File: config.mk
export PLATFORM = sky130hd
export DESIGN_NAME = adv_data_hid_device_classifier_core_flat
export DESIGN_NICKNAME = d
export VERILOG_FILES = /design/src/adhc_pkg.sv /design/src/adhc_in_if.sv /design/src/adhc_out_if.sv /design/src/adhc_in_reg.sv /design/src/adhc_walker.sv /design/src/adhc_out_reg.sv /design/src/adv_data_hid_device_classifier_core.sv /design/src/flat_wrapper.sv
export SDC_FILE = /design/constraint.sdc
export NUM_CORES = 1
export LEC_CHECK = 0
export ABC_AREA = 1
export BUFFER_PORTS_ARGS = -buffer_cell sky130_fd_sc_hd__buf_4
export CORE_ASPECT_RATIO = 2
export CORE_MARGIN = 2
export CORE_UTILIZATION = 66
export DETAILED_ROUTE_END_ITERATION = 16
export PLACE_DENSITY = 0.84
export SLEW_MARGIN = 5
export SYNTH_ARGS = -nofsm -noshare
export SYNTH_HDL_FRONTEND = slang
export SYNTH_HIERARCHICAL = 1
export SYNTH_SLANG_ARGS = --single-unit
File: constraint.sdc
create_clock -name i_clk -period 4.1 [get_ports i_clk]
set_input_delay 0 -clock i_clk [delete_from_list [all_inputs] [get_ports i_clk]]
set_output_delay 0 -clock i_clk [all_outputs]
set_load 0.01 [all_outputs]
File: src/adhc_pkg.sv
// Shared types and constants for the advertising data HID classifier.
// Used by every module of the block; depends on nothing.
package adhc_pkg;

    // Structure type codes of interest.
    localparam logic [7:0] AD_UUID16_MORE = 8'h02;
    localparam logic [7:0] AD_UUID16_ALL  = 8'h03;
    localparam logic [7:0] AD_NAME_SHORT  = 8'h08;
    localparam logic [7:0] AD_NAME_FULL   = 8'h09;

    // 16-bit UUID of the HID service.
    localparam logic [15:0] HID_SERVICE_UUID = 16'h1812;

    // Device codes given in a result word.
    localparam logic [1:0] DEV_UNKNOWN = 2'd0;

    // Name prefixes: one row per prefix, characters in order.
    localparam int NUM_PREFIXES   = 3;
    localparam int MAX_PREFIX_LEN = 11;
    localparam int PREFIX_IDX_W   = $clog2(MAX_PREFIX_LEN);

    localparam logic [7:0] PREFIX_LEN [NUM_PREFIXES] = '{8'd6, 8'd3, 8'd11};

    localparam logic [7:0] PREFIX_CHR [NUM_PREFIXES][MAX_PREFIX_LEN] = '{
        '{8'h58, 8'h69, 8'h61, 8'h6f, 8'h59, 8'h69,
          8'h00, 8'h00, 8'h00, 8'h00, 8'h00},
        '{8'h52, 8'h35, 8'h31, 8'h00, 8'h00, 8'h00,
          8'h00, 8'h00, 8'h00, 8'h00, 8'h00},
        '{8'h53, 8'h6d, 8'h61, 8'h72, 8'h74, 8'h52,
          8'h65, 8'h6d, 8'h6f, 8'h74, 8'h65}
    };

    // One input word as held in the input register.
    typedef struct packed {
        logic [7:0] data_byte;
        logic       last_byte;
    } t_item;

    // One result word.
    typedef struct packed {
        logic [1:0] device_code;
        logic       hid_found;
    } t_result;

endpackage

File: src/adhc_in_if.sv
// Input channel of the classifier: one payload byte per word.
// Stands alone; no package needed.
interface adhc_in_if;
    logic       valid;
    logic       ready;
    logic [7:0] data_byte;
    logic       last_byte;

    modport source (output valid, output data_byte, output last_byte, input ready);
    modport sink   (input valid, input data_byte, input last_byte, output ready);
endinterface

File: src/adhc_out_if.sv
// Result channel of the classifier: device code and HID flag.
// Stands alone; no package needed.
interface adhc_out_if;
    logic       valid;
    logic       ready;
    logic [1:0] device_code;
    logic       hid_found;

    modport source (output valid, output device_code, output hid_found, input ready);
    modport sink   (input valid, input device_code, input hid_found, output ready);
endinterface

File: src/adhc_in_reg.sv
// Input register of the classifier: captures one word from the input channel.
// Depends on adhc_pkg and adhc_in_if.
module adhc_in_reg
    import adhc_pkg::*;
(
    input  logic       i_clk,
    input  logic       i_rst_n,
    adhc_in_if.sink    i_in,
    input  logic       i_take,
    output logic       o_valid,
    output t_item      o_item
);

    logic  r_valid;
    t_item r_item;

    // The register is free when empty or when its word leaves this cycle.
    assign i_in.ready = !r_valid || i_take;

    // Valid flag.
    always_ff @(posedge i_clk) begin
        if (!i_rst_n) begin
            r_valid <= 1'b0;
        end else if (i_in.ready) begin
            r_valid <= i_in.valid;
        end
    end

    // Payload needs no reset.
    always_ff @(posedge i_clk) begin
        if (i_in.valid && i_in.ready) begin
            r_item.data_byte <= i_in.data_byte;
            r_item.last_byte <= i_in.last_byte;
        end
    end

    assign o_valid = r_valid;
    assign o_item  = r_item;

endmodule

File: src/adhc_walker.sv
// Structure walker: tracks length-type-value structures, checks UUIDs and
// name prefixes, and forms the result on the last byte. Depends on adhc_pkg.
module adhc_walker
    import adhc_pkg::*;
(
    input  logic    i_clk,
    input  logic    i_rst_n,
    input  logic    i_valid,
    input  t_item   i_item,
    input  logic    i_slot_free,
    output logic    o_take,
    output logic    o_res_valid,
    output t_result o_res
);

    logic [7:0] r_bytes_left, n_bytes_left;
    logic [7:0] r_field_offset, n_field_offset;
    logic [7:0] r_field_type, n_field_type;
    logic [7:0] r_uuid_low, n_uuid_low;
    logic       r_hid_seen, n_hid_seen;
    logic [1:0] r_device, n_device;
    logic [NUM_PREFIXES-1:0] r_alive, n_alive;

    logic [7:0] k;
    logic       is_uuid;
    logic       is_name;

    // A word moves on unless it carries a result that has nowhere to go.
    assign o_take      = i_valid && (!i_item.last_byte || i_slot_free);
    assign o_res_valid = o_take && i_item.last_byte;

    assign k       = r_field_offset - 8'd1;
    assign is_uuid = (r_field_type == AD_UUID16_MORE) || (r_field_type == AD_UUID16_ALL);
    assign is_name = (r_field_type == AD_NAME_SHORT) || (r_field_type == AD_NAME_FULL);

    // Next state for one byte.
    always_comb begin
        n_bytes_left   = r_bytes_left;
        n_field_offset = r_field_offset;
        n_field_type   = r_field_type;
        n_uuid_low     = r_uuid_low;
        n_hid_seen     = r_hid_seen;
        n_device       = r_device;
        n_alive        = r_alive;

        if (r_bytes_left == 8'd0) begin
            // Length byte; a zero length leaves us expecting another one.
            n_bytes_left   = i_item.data_byte;
            n_field_offset = 8'd0;
        end else begin
            if (r_field_offset == 8'd0) begin
                n_field_type = i_item.data_byte;
                n_alive      = '1;
            end else if (is_uuid) begin
                // Even bytes hold the low half, odd bytes complete the UUID.
                if (!k[0]) begin
                    n_uuid_low = i_item.data_byte;
                end else if ({i_item.data_byte, r_uuid_low} == HID_SERVICE_UUID) begin
                    n_hid_seen = 1'b1;
                end
            end else if (is_name) begin
                // Each live prefix compares its character at this position.
                for (int p = 0; p < NUM_PREFIXES; p++) begin
                    if (r_alive[p] && (k < PREFIX_LEN[p])) begin
                        if (PREFIX_CHR[p][k[PREFIX_IDX_W-1:0]] != i_item.data_byte) begin
                            n_alive[p] = 1'b0;
                        end else if (k == PREFIX_LEN[p] - 8'd1) begin
                            n_device = 2'(p + 1);
                        end
                    end
                end
            end
            n_field_offset = r_field_offset + 8'd1;
            n_bytes_left   = r_bytes_left - 8'd1;
        end
    end

    // The result reflects the state after the last byte is applied.
    assign o_res.hid_found   = n_hid_seen;
    assign o_res.device_code = n_hid_seen ? n_device : DEV_UNKNOWN;

    // State registers; the end of a payload returns them to reset values.
    always_ff @(posedge i_clk) begin
        if (!i_rst_n || o_res_valid) begin
            r_bytes_left   <= 8'd0;
            r_field_offset <= 8'd0;
            r_field_type   <= 8'd0;
            r_uuid_low     <= 8'd0;
            r_hid_seen     <= 1'b0;
            r_device       <= DEV_UNKNOWN;
            r_alive        <= '1;
        end else if (o_take) begin
            r_bytes_left   <= n_bytes_left;
            r_field_offset <= n_field_offset;
            r_field_type   <= n_field_type;
            r_uuid_low     <= n_uuid_low;
            r_hid_seen     <= n_hid_seen;
            r_device       <= n_device;
            r_alive        <= n_alive;
        end
    end

endmodule

File: src/adhc_out_reg.sv
// Result register of the classifier: holds one result word for the sink.
// Depends on adhc_pkg and adhc_out_if.
module adhc_out_reg
    import adhc_pkg::*;
(
    input  logic       i_clk,
    input  logic       i_rst_n,
    input  logic       i_load,
    input  t_result    i_res,
    output logic       o_slot_free,
    adhc_out_if.source o_out
);

    logic    r_valid;
    t_result r_res;

    // Free when empty or when the held word is taken this cycle.
    assign o_slot_free = !r_valid || o_out.ready;

    // Valid flag.
    always_ff @(posedge i_clk) begin
        if (!i_rst_n) begin
            r_valid <= 1'b0;
        end else if (o_slot_free) begin
            r_valid <= i_load;
        end
    end

    // Payload.
    always_ff @(posedge i_clk) begin
        if (i_load && o_slot_free) begin
            r_res <= i_res;
        end
    end

    assign o_out.valid       = r_valid;
    assign o_out.device_code = r_res.device_code;
    assign o_out.hid_found   = r_res.hid_found;

endmodule

File: src/adv_data_hid_device_classifier_core.sv
// Top level of the advertising data HID classifier.
// Depends on adhc_pkg, adhc_in_if, adhc_out_if, adhc_in_reg, adhc_walker, adhc_out_reg.
//
//   Channel   Direction  Word contents
//   i_in      in         data_byte[7:0], last_byte
//   o_out     out        device_code[1:0], hid_found
//
// One byte is accepted every cycle unless a last byte stalls; results are registered.
// The rate is set by the single walker stage between input and result registers.
// Reset clears the structure state and both valid flags; no clearing pass is needed.
// A stalled result only holds back a further last byte; other bytes keep flowing.
module adv_data_hid_device_classifier_core
    import adhc_pkg::*;
(
    input  logic       i_clk,
    input  logic       i_rst_n,
    adhc_in_if.sink    i_in,
    adhc_out_if.source o_out
);

    logic    item_valid;
    t_item   item;
    logic    take;
    logic    slot_free;
    logic    res_valid;
    t_result res;

    // Input register.
    adhc_in_reg u_in_reg (
        .i_clk   (i_clk),
        .i_rst_n (i_rst_n),
        .i_in    (i_in),
        .i_take  (take),
        .o_valid (item_valid),
        .o_item  (item)
    );

    // Structure walker and classifier state.
    adhc_walker u_walker (
        .i_clk       (i_clk),
        .i_rst_n     (i_rst_n),
        .i_valid     (item_valid),
        .i_item      (item),
        .i_slot_free (slot_free),
        .o_take      (take),
        .o_res_valid (res_valid),
        .o_res       (res)
    );

    // Result register.
    adhc_out_reg u_out_reg (
        .i_clk       (i_clk),
        .i_rst_n     (i_rst_n),
        .i_load      (res_valid),
        .i_res       (res),
        .o_slot_free (slot_free),
        .o_out       (o_out)
    );

endmodule

File: src/flat_wrapper.sv
// flat-port wrapper written by rule: the top's interface ports become plain ports
module adv_data_hid_device_classifier_core_flat import adhc_pkg::*;
  (i_clk, i_rst_n, i_in_valid, i_in_data_byte, i_in_last_byte, i_in_ready, o_out_valid, o_out_device_code, o_out_hid_found, o_out_ready);
  adhc_in_if i_in_i ();
  adhc_out_if o_out_i ();
  input  logic i_clk;
  input  logic i_rst_n;
  input wire logic [$bits(i_in_i.valid)-1:0] i_in_valid;
  input wire logic [$bits(i_in_i.data_byte)-1:0] i_in_data_byte;
  input wire logic [$bits(i_in_i.last_byte)-1:0] i_in_last_byte;
  output wire logic [$bits(i_in_i.ready)-1:0] i_in_ready;
  output wire logic [$bits(o_out_i.valid)-1:0] o_out_valid;
  output wire logic [$bits(o_out_i.device_code)-1:0] o_out_device_code;
  output wire logic [$bits(o_out_i.hid_found)-1:0] o_out_hid_found;
  input wire logic [$bits(o_out_i.ready)-1:0] o_out_ready;
  assign i_in_i.valid = i_in_valid;
  assign i_in_i.data_byte = i_in_data_byte;
  assign i_in_i.last_byte = i_in_last_byte;
  assign i_in_ready = i_in_i.ready;
  assign o_out_valid = o_out_i.valid;
  assign o_out_device_code = o_out_i.device_code;
  assign o_out_hid_found = o_out_i.hid_found;
  assign o_out_i.ready = o_out_ready;
  adv_data_hid_device_classifier_core u_core (.i_clk(i_clk), .i_rst_n(i_rst_n), .i_in(i_in_i), .o_out(o_out_i));
endmodule
; ---- After elaboration in Yosys (flattened, before gate mapping)
; Memory sizes are Yosys's and may differ from the RTL's.
; Index checks and enable logic that the tools add are counted.
[totals]
ff_bits = 52
mem_count = 3
in_bits = 13
mem_bits_ro = 384
[mem_list]
columns = name, words, word_bits, read_ports, rd_clocked_by_memory_dff, write_ports, line
row1 = (no name shown), 16, 8, 1, 0, 0, adhc_walker.sv:65  ; if (PREFIX_CHR[p][k[PREFIX_IDX_W-1:0]] != i_item.data_byte) begin
row2 = (no name shown), 16, 8, 1, 0, 0, adhc_walker.sv:65
row3 = (no name shown), 16, 8, 1, 0, 0, adhc_walker.sv:65
[classes]
magnitude_cmp = 4
n_reduce_logical = 31
n_eq_ne = 12
add_sub_neg = 3
bitwise_logic = 4
mux = 35
[ops]
columns = cell, n
row1 = 2-to-1 mux 8 bit, 8
row2 = 2-to-1 mux 2 bit, 13
row3 = "== test 8 x 2 -> 1 bit, second input constant", 3
row4 = "== test 8 x 4 -> 1 bit, second input constant", 3
row5 = inequality test 8 bit, 3
row6 = AND reduction 6 bit, 3
row7 = "== test 16 x 13 -> 1 bit, second input constant", 1
row8 = zero test 8 bit, 2
row9 = "subtractor 8 x 1 -> 8 bit, second input constant", 2
row10 = nonzero test 2 bit, 7
row11 = 2-to-1 mux 1 bit, 11
row12 = 2-to-1 mux 3 bit, 3
row13 = "adder 8 x 1 -> 8 bit, second input constant", 1
row14 = "== test 8 x 3 -> 1 bit, second input constant", 1
row15 = "less-than comparator 8 x 2 -> 1 bit, second input constant", 1
row16 = "less-than comparator 8 x 3 -> 1 bit, second input constant", 1
row17 = "less-than comparator 8 x 4 -> 1 bit, second input constant", 1
row18 = logical AND 1 bit, 7
row19 = logical OR 1 bit, 6
row20 = ">= comparator 5 bit, second input constant", 1
row21 = NOT 4 -> 5 bit, 1
row22 = AND reduction 5 bit, 1
row23 = zero test 1 bit, 4
row24 = NOT 1 bit, 3
row25 = other kinds (2), 2

; ---- Logic depth before layout (Yosys ltp)
; Gate-level depths: netlist of the first run.
[depth]
depth_word = 18
depth_mapped = 20
depth_no_buf = 20

; ---- Modules after synthesis
; Netlist of the first run, hierarchy kept.
[modules_own_cells]
columns = module, instances, seq_area_each_um2, area_each_um2, cells_per_inst
row1 = adhc_walker, 1, 740.7, 2667.6, 427
row2 = adhc_in_reg, 1, 290.3, 321.6, 16
row3 = adhc_out_reg, 1, 110.1, 141.4, 10

; ---- Least setup slack after synthesis of the first run
; OpenSTA, ideal clock, no wires.
[synth_timing]
path_kind = register to register
start = register u_core.u_walker.r_field_offset[0]
end = register u_core.u_out_reg.r_res, in the netlist u_core/u_out_reg/o_out.device_code[0], data pin
setup_slack_ps = 1658
required_ps = 3847
setup_ps = 253
arrival_time_ps = 2189
n_path_buf = 1
stages_incl_launch_ff = 18
path_cell_list = dfxtp_1 inv_2 ha_1 inv_1 ha_1 buf_2 a21oi_1 nand2_1 nand2_1 nand2_1 nor2_1 nand3_1 nor2_1 inv_1 nand2_1 nand2_1 nand2_2 nor2_1
[synth_via]
elab_chain_len = 18
[synth_lines]
columns = item, line
row1 = start: declaration, adhc_walker.sv:17  ; logic [7:0] r_field_offset, n_field_offset;
row2 = start signal: assignment, adhc_walker.sv:94  ; r_field_offset <= n_field_offset;
row3 = subtractor 8 x 1 -> 8 bit, adhc_walker.sv:32  ; assign k = r_field_offset - 8'd1;
row4 = NOT 4 -> 5 bit (implied by the code), adhc_walker.sv:65
row5 = memory (16 x 8 bit), -
row6 = 2-to-1 mux 8 bit (implied by the code) (2 in series), adhc_walker.sv:65
row7 = inequality test 8 bit, adhc_walker.sv:65
row8 = 2-to-1 mux 2 bit, adhc_walker.sv:65
row9 = 2-to-1 mux 2 bit, adhc_walker.sv:64  ; if (r_alive[p] && (k < PREFIX_LEN[p])) begin
row10 = 2-to-1 mux 2 bit, adhc_walker.sv:67  ; end else if (k == PREFIX_LEN[p] - 8'd1) begin
row11 = 2-to-1 mux 2 bit, adhc_walker.sv:65
row12 = 2-to-1 mux 2 bit, adhc_walker.sv:64
row13 = 2-to-1 mux 2 bit, adhc_walker.sv:67
row14 = 2-to-1 mux 2 bit, adhc_walker.sv:65
row15 = 2-to-1 mux 2 bit, adhc_walker.sv:64
row16 = 2-to-1 mux 2 bit, adhc_walker.sv:61  ; end else if (is_name) begin
row17 = 2-to-1 mux 2 bit, adhc_walker.sv:54  ; end else if (is_uuid) begin
row18 = 2-to-1 mux 2 bit, adhc_walker.sv:51  ; if (r_field_offset == 8'd0) begin
row19 = 2-to-1 mux 2 bit, adhc_walker.sv:46  ; if (r_bytes_left == 8'd0) begin
row20 = end signal: assignment, adhc_out_reg.sv:32  ; r_res <= i_res;
row21 = end: declaration, adhc_out_reg.sv:15  ; t_result r_res;
; Several ways; a longest one is shown, not always the timed one. The select of a mux whose other input is x is not followed.
; A chain may end at the register's enable or synchronous reset.

; ---- Worst setup path in the final report of the first run
[layout_timing]
start = register u_core.u_walker.r_field_offset[0]
end = register u_core.u_out_reg.r_res, in the netlist u_core/u_out_reg/o_out.device_code[1], data pin
; Same word-level chain as after synthesis.

==> summary.txt, run 1 <==
GRT
  – First-pass GRT wire length: 14200 µm
  – Total congestion overflow: 0
  – Largest net degree at the start of global routing: 17
  – GRT Overall Usage: 36.0%
  – Antenna violations before repair: 0
  – Vias in the first global route: 3049

Synth
  – Synth Instances: 453
  – Ys async rst share: 0%
  – Post-synth net total: 476
  – Mapped Area: 0.00313 mm²
  – Number of flops mapped to enable cells by yosys: 12
  – Synthesis-stage register bit count: 51
  – Synth warnings: 6
  – Avg Cell Area, Syn: 6.91 µm²
  – Register area share after synthesis: 36.5%
  – Synth cell types: 41
  – Ys flop type: dfxtp_1

Placed design
  – Post-DP HPWL: 6280 µm
  – Gpl congestion: 0.994
  – IO Port Bufs: 17

Die
  – Initial Util: 68.1%
  – IO Count: 18
  – Die X: 52.7 µm
  – CORE AREA: 0.00460 mm²
  – DIE AREA: 0.00534 mm²
  – DIE HEIGHT: 101 µm
  – Rows: 35

Worst setup path
  – CP Data Required Time: 4.18 ns
  – CP max stage delay: 0.49 ns
  – Total stage count of the critical path: 17
  – CP Max Fanout: 13
  – CP max-delay cell: ha_1
  – Worst path cell trace: inv_2 > ha_1 > inv_1 > ha_1 > inv_1 > nor2_1 > nor2_1 > nand3_1 > nand2_1 > nand2_2 > nand3_2 > nor2_2 > nand3_1 > nand2_1 > nand3_1 > nand2_1 > nor2_1
  – Kind of critical path: flop to flop
  – Delay-heaviest family, CP: simple AND/OR/NAND/NOR gates
  – Startpoint Class: flop
  – R2R cell count: 17
  – Worst Path Arrival: 3.02 ns
  – Worst path buffer plus inverter count: 3
  – Crit. End Element: flop

Detailed routing
  – Drt first pass iters: 7
  – Final wirelength: 8720 µm
  – Iter 0 DRT Violations: 132
  – DR WL/cell: 16.3 µm
  – Via count: 3182
  – Number of vias per cell: 5.94
  – Antenna Nets Post-Route: 0
  – Drt drc: 0

Clock network
  – Clock Tree Buf Depth: 2
  – Latest clock arrival within the worst-skew pair: 0.31 ns
  – Setup repair bufs after CTS: 0
  – Clock Tree Root: clkbuf_8
  – Max H-tree Level: 2
  – Clock sink count: 51
  – TritonCTS Buffers: 5
  – CTS tree: yes
  – Clk pin slew, worst setup/hold paths: 0.10 ns

Power and ir drop
  – Worst vdd ir: 0.000325 V
  – P_leak: 1.57 nW
  – Pwr Density: 362 mW/mm²
  – Power after layout: 1.26 mW

Layout
  – Nets: 503
  – Number of fill cells: 372
  – Most common cell after layout, fill and taps aside: nand2_1
  – Area Overhead vs Synth: 11.2%
  – Area of the multi-input gates: 0.00166 mm²
  – Fraction of layout cells with a size suffix above 1: 12.1%
  – Most frequent cells in the layout: nand2_1, inv_1, nor2_1
  – Register area: 0.00114 mm²
  – # diodes: 0

STA
  – Fin. max-slew vios: 0
  – Final period util: 71.7%
  – RSZ-0062 raised after global routing: no
  – Fin. Hold Viols: 0
  – Least-Margin Pin Slew: 0.902 ns
  – Setup violators final: 0
  – Fmax: 340 MHz
  – Setup_tns: 0 ns
  – Skew final: 0.0160 ns
  – Slew headroom: 39.9%
  – Tmin final: 2.94 ns

Worst hold path
  – Worst min path class: input port to flop
  – Cell count of the worst hold path: 3

Status
  – Outcome: finished, final reports clean

Job
  – Max cap viols: 0
## kinds of logic after synthesis
| kind of cell | count (synthesis) | synth area share [%] |
|---|---|---|
| fa+ha+maj | 10 | 4.00 |
| simple gates | 240 | 35.1 |
| xor+xnor | 6 | 1.68 |
| compound gates | 67 | 12.2 |
| flops | 51 | 36.5 |
| buf+inv | 79 | 10.6 |
## worst paths after layout
| check | start | end | slack (ns) |
|---|---|---|---|
| setup / recovery | u_core/u_walker/r_field_offset[0]$_SDFFE_PP0P_ | u_core/u_out_reg/o_out.device_code[1]$_DFFE_PP_ | 1.16 |
| hold / removal | o_out_ready | u_core/u_out_reg/o_out.device_code[0]$_DFFE_PP_ | 0.16 |
| setup reg to reg | u_core/u_walker/r_field_offset[0]$_SDFFE_PP0P_ | u_core/u_out_reg/o_out.device_code[1]$_DFFE_PP_ | 1.16 |
| hold reg to reg | u_core/u_walker/r_field_type[4]$_SDFFE_PP0P_ | u_core/u_walker/r_field_type[4]$_SDFFE_PP0P_ | 0.46 |
## cells in the mapped netlist, drive strengths merged (2+ instances only)
cell | n | share of area (%)
ha | 10 | 4.0
o211ai | 2 | 0.48
o21ai | 29 | 4.8
a21oi | 28 | 5.0
xor2 | 4 | 1.1
nor3b | 2 | 0.48
nand3 | 44 | 7.8
nor2 | 48 | 6.6
nor3 | 8 | 1.3
xnor2 | 2 | 0.56
edfxtp | 12 | 12
o21a | 2 | 0.48
nand2 | 121 | 15
dfxtp | 39 | 25
a211oi | 2 | 0.48
or2 | 2 | 0.40
buf | 9 | 2.2
inv | 68 | 8.2
nor4 | 6 | 1.4
clkbuf | 2 | 0.24
nand4 | 8 | 1.6
## worst min-delay path, cell delays in order
cell	delay [ns]
buf_4	0.11
inv_2	0.05
a21oi_1	0.13
## timing repair
action	4_1_cts	5_1_grt
hold endpoints to repair	11	0
resized for setup	0	0
hold buffers	12	0
setup endpoints to repair	0	0
## final cells by class
class                      instances  share of cell area [%]
clock buffer                       7                    2.48
clock inverter                     1                   0.252
inverter                          68                    7.33
multi-input combinational        323                    47.6
sequential                        51                    32.8
tap                               55                    1.98
timing repair buffer              31                    7.55
## state kept, by name, summed over array words and instances (netlist names)
register                            count
u_core/u_walker/r_field_offset          8
u_core/u_out_reg/o_out.valid            1
u_core/u_in_reg/o_item                  9
u_core/u_walker/r_field_type            7
u_core/u_walker/r_hid_seen              1
u_core/u_out_reg/o_out.hid_found        1
u_core/u_walker/r_bytes_left            8
u_core/u_in_reg/o_valid                 1
u_core/u_walker/r_uuid_low              8
u_core/u_out_reg/o_out.device_code      2
u_core/u_walker/r_alive                 3
u_core/u_walker/r_device                2
## through the flow
step	cell area [µm²]	util [%]	cells	setup slack (ns)	hold slack (ns)
after floorplan	3130	-	453	1.66	0.0989
after global placement	3270	71.0	516	1.34	0.178
after detailed placement	3270	71.0	516	1.23	0.179
after CTS	3480	75.7	536	1.20	0.147
after global routing	3480	75.7	536	0.846	0.162
final	3480	75.7	536	1.16	0.162
## where the power goes
| part | internal (mW) | total (mW) | leakage (nW) | switching [mW] |
|---|---|---|---|---|
| registers | 0.549 | 0.584 | 0.432 | 0.0350 |
| logic | 0.123 | 0.365 | 1.09 | 0.242 |
| clock network | 0.139 | 0.311 | 0.0484 | 0.172 |
## layer usage
| layer | GRT usage, % | part of all wire (%) |
|---|---|---|
| met2 | 61.9 | 52 |
| met5 | 0 | 0 |
| met3 | 5.16 | 6.6 |
| met1 | 40.5 | 36 |
| met4 | 21.7 | 5.9 |
No activity file was read; power rests on OpenSTA's default activity.
==> inputs of run 2 (changes only) <==
--- a/config.mk
+++ b/config.mk
@@ -9,9 +9,9 @@
 export BUFFER_PORTS_ARGS = -buffer_cell sky130_fd_sc_hd__buf_4
 export CORE_ASPECT_RATIO = 2
 export CORE_MARGIN = 2
-export CORE_UTILIZATION = 66
+export CORE_UTILIZATION = 61
 export DETAILED_ROUTE_END_ITERATION = 16
-export PLACE_DENSITY = 0.84
+export PLACE_DENSITY = 0.79
 export SLEW_MARGIN = 5
 export SYNTH_ARGS = -nofsm -noshare
 export SYNTH_HDL_FRONTEND = slang
==> constraint.sdc (replaced) <==
create_clock -name i_clk -period 3 [get_ports i_clk]
set_input_delay 0 -clock i_clk [delete_from_list [all_inputs] [get_ports i_clk]]
set_output_delay 0 -clock i_clk [all_outputs]
set_load 0.01 [all_outputs]
==> run 2 against run 1 <==
Against the previous run: sequential cell count is the same; die area grew 7.7%; largest cell class unchanged; fmax grew 9.6%; global-route usage shrank 2.9 points; power grew 45%; clock power grew 66%; highest routed layer unchanged; core utilization shrank 3.1 points; combinational power grew 40%; wire length shrank 2.6%; register-to-register slack lost 0.84 ns.
==> summary.txt, run 2 (synthesis results as in run 1) <==
GRT
  – Largest net degree at the start of global routing: 18
  – First-pass GRT wire length: 14000 µm
  – Antenna violations before repair: 0
  – Total congestion overflow: 0
  – Vias in the first global route: 3071
  – GRT Overall Usage: 33.1%

Power and ir drop
  – P_int: 1.20 mW
  – Net Sw Power: 0.626 mW
  – P_leak: 1.62 nW
  – Worst vdd ir: 0.000599 V
  – Power after layout: 1.83 mW
  – Share of power burned in registers: 43.7%
  – Pwr Density: 512 mW/mm²
  – Sw Share: 34.3%
  – Comb power frac: 28.0%
  – Clock Power Share: 28.3%

Placed design
  – Gpl congestion: 0.938
  – IO Port Bufs: 17
  – Pre-CTS WS: 0.377 ns
  – Cells after DPL: 524
  – Post-DP HPWL: 6250 µm

STA
  – Final period util: 89.4%
  – Fmax: 373 MHz
  – Fin. max-slew vios: 0
  – Skew final: 0.00584 ns
  – Setup violators final: 0
  – Least-Margin Pin Slew: 0.852 ns
  – Tmin final: 2.68 ns
  – Setup ws final: 0.319 ns
  – Setup_tns: 0 ns
  – Fin. Hold Viols: 0
  – Slew headroom: 43.2%
  – RSZ-0062 raised after global routing: no

Worst setup path
  – CP Data Required Time: 3.08 ns
  – Crit. End Element: flop
  – Worst Path Arrival: 2.76 ns
  – Kind of critical path: flop to flop
  – CP Max Fanout: 12
  – Startpoint Class: flop

Layout
  – Register area: 0.00114 mm²
  – Most common cell after layout, fill and taps aside: nand2_1
  – Area Overhead vs Synth: 13.8%
  – Most frequent cells in the layout: nand2_1, inv_1, nor2_1
  – Fraction of layout cells with a size suffix above 1: 13.3%
  – Area of the multi-input gates: 0.00166 mm²
  – Max FFs per register: 9
  – Final Core Density: 72.6%
  – # diodes: 0
  – Nets: 509
  – Finished Layout Cells: 544
  – Number of fill cells: 400

Detailed routing
  – Iter 0 DRT Violations: 147
  – Via count: 3113
  – Drt first pass iters: 5
  – Drt drc: 0
  – Antenna Nets Post-Route: 0
  – Final wirelength: 8490 µm
  – DR WL/cell: 15.6 µm
  – Number of vias per cell: 5.72

Die
  – IO Count: 18
  – CORE AREA: 0.00491 mm²
  – DIE HEIGHT: 105 µm
  – Die X: 54.7 µm
  – Initial Util: 63.8%
  – DIE AREA: 0.00576 mm²
  – Rows: 36

Clock network
  – Latest clock arrival within the worst-skew pair: 0.31 ns
  – TritonCTS Buffers: 5
  – Setup repair bufs after CTS: 0
  – PostCTS Resize Cnt: 0
  – Clock sink count: 51
  – Clk pin slew, worst setup/hold paths: 0.10 ns
  – Max H-tree Level: 2
  – Clock Tree Buf Depth: 2
  – CTS tree: yes
  – Clock Tree Root: clkbuf_8

Status
  – Outcome: finished, final reports clean

Job
  – Max cap viols: 0

Worst hold path
  – Worst min path class: input port to flop
## run 2: path summary, 6_finish.rpt
check | from | end | slack [ns] | cells after the start
worst max-delay path | u_core/u_walker/r_field_offset[0]$_SDFFE_PP0P_ | u_core/u_out_reg/o_out.device_code[0]$_DFFE_PP_ | 0.32 | 17
worst min-delay path | o_out_ready | u_core/u_out_reg/o_out.device_code[0]$_DFFE_PP_ | 0.19 | 3
worst max register to register | u_core/u_walker/r_field_offset[0]$_SDFFE_PP0P_ | u_core/u_out_reg/o_out.device_code[0]$_DFFE_PP_ | 0.32 | 17
worst min register to register | u_core/u_walker/r_alive[0]$_SDFFE_PP1P_ | u_core/u_walker/r_alive[0]$_SDFFE_PP1P_ | 0.45 | 2
## run 2: area by class of cell
type                       count  share of cell area (%)
clock buffer                   7                    3.34
clock inverter                 1                   0.316
tap                           57                    2.00
inverter                      68                    7.16
sequential                    51                    32.0
multi-input combinational    323                    46.5
timing repair buffer          37                    8.64
## run 2: critical path, stage by stage (launching register included)
cell and delay [ns]:
dfxtp_1 0.50, inv_2 0.06, ha_1 0.23, inv_1 0.08
ha_1 0.23, buf_4 0.18, a21oi_1 0.26, nand2_1 0.11
nand2_1 0.07, nand2_1 0.06, nor2_1 0.09, nand3_1 0.11
nor2_1 0.17, inv_1 0.06, nand2_1 0.07, nand2_1 0.06
nand2_2 0.08, nor2_1 0.04
## run 2: through the flow
| step | cell area, µm² | hold WS [ns] |
|---|---|---|
| floorplan | 3130 | 0.0989 |
| global placement | 3310 | 0.178 |
| detailed placement | 3310 | 0.179 |
| CTS | 3560 | 0.170 |
| global route | 3560 | 0.191 |
| finish | 3560 | 0.192 |
## run 2: repair_timing
item                       in CTS  in global routing
hold endpoints to repair       11                  0
setup endpoints to repair       0                  0
hold buffers                   12                  0
## run 2: layer usage
layer  routed length [µm]  up-vias  GRT usage, %  part of all wire, %
met4                  598        0          22.1                  7.0
met2                 4330      126          53.7                   51
li1                     -     1531             -                    -
met1                 3020     1415          36.5                   36
met3                  541       41          6.37                  6.4
met5                    0        -             0                    0
## run 2: power groups by stage
stage          Sequential [mW]  Combinational, mW  Clock, mW
5_1_grt                  0.804              0.574      0.546
2_1_floorplan            0.796              0.379          0
3_3_place_gp             0.810              0.476          0
3_5_place_dp             0.812              0.486          0
6_report                 0.797              0.512      0.517
4_1_cts                  0.796              0.501      0.523
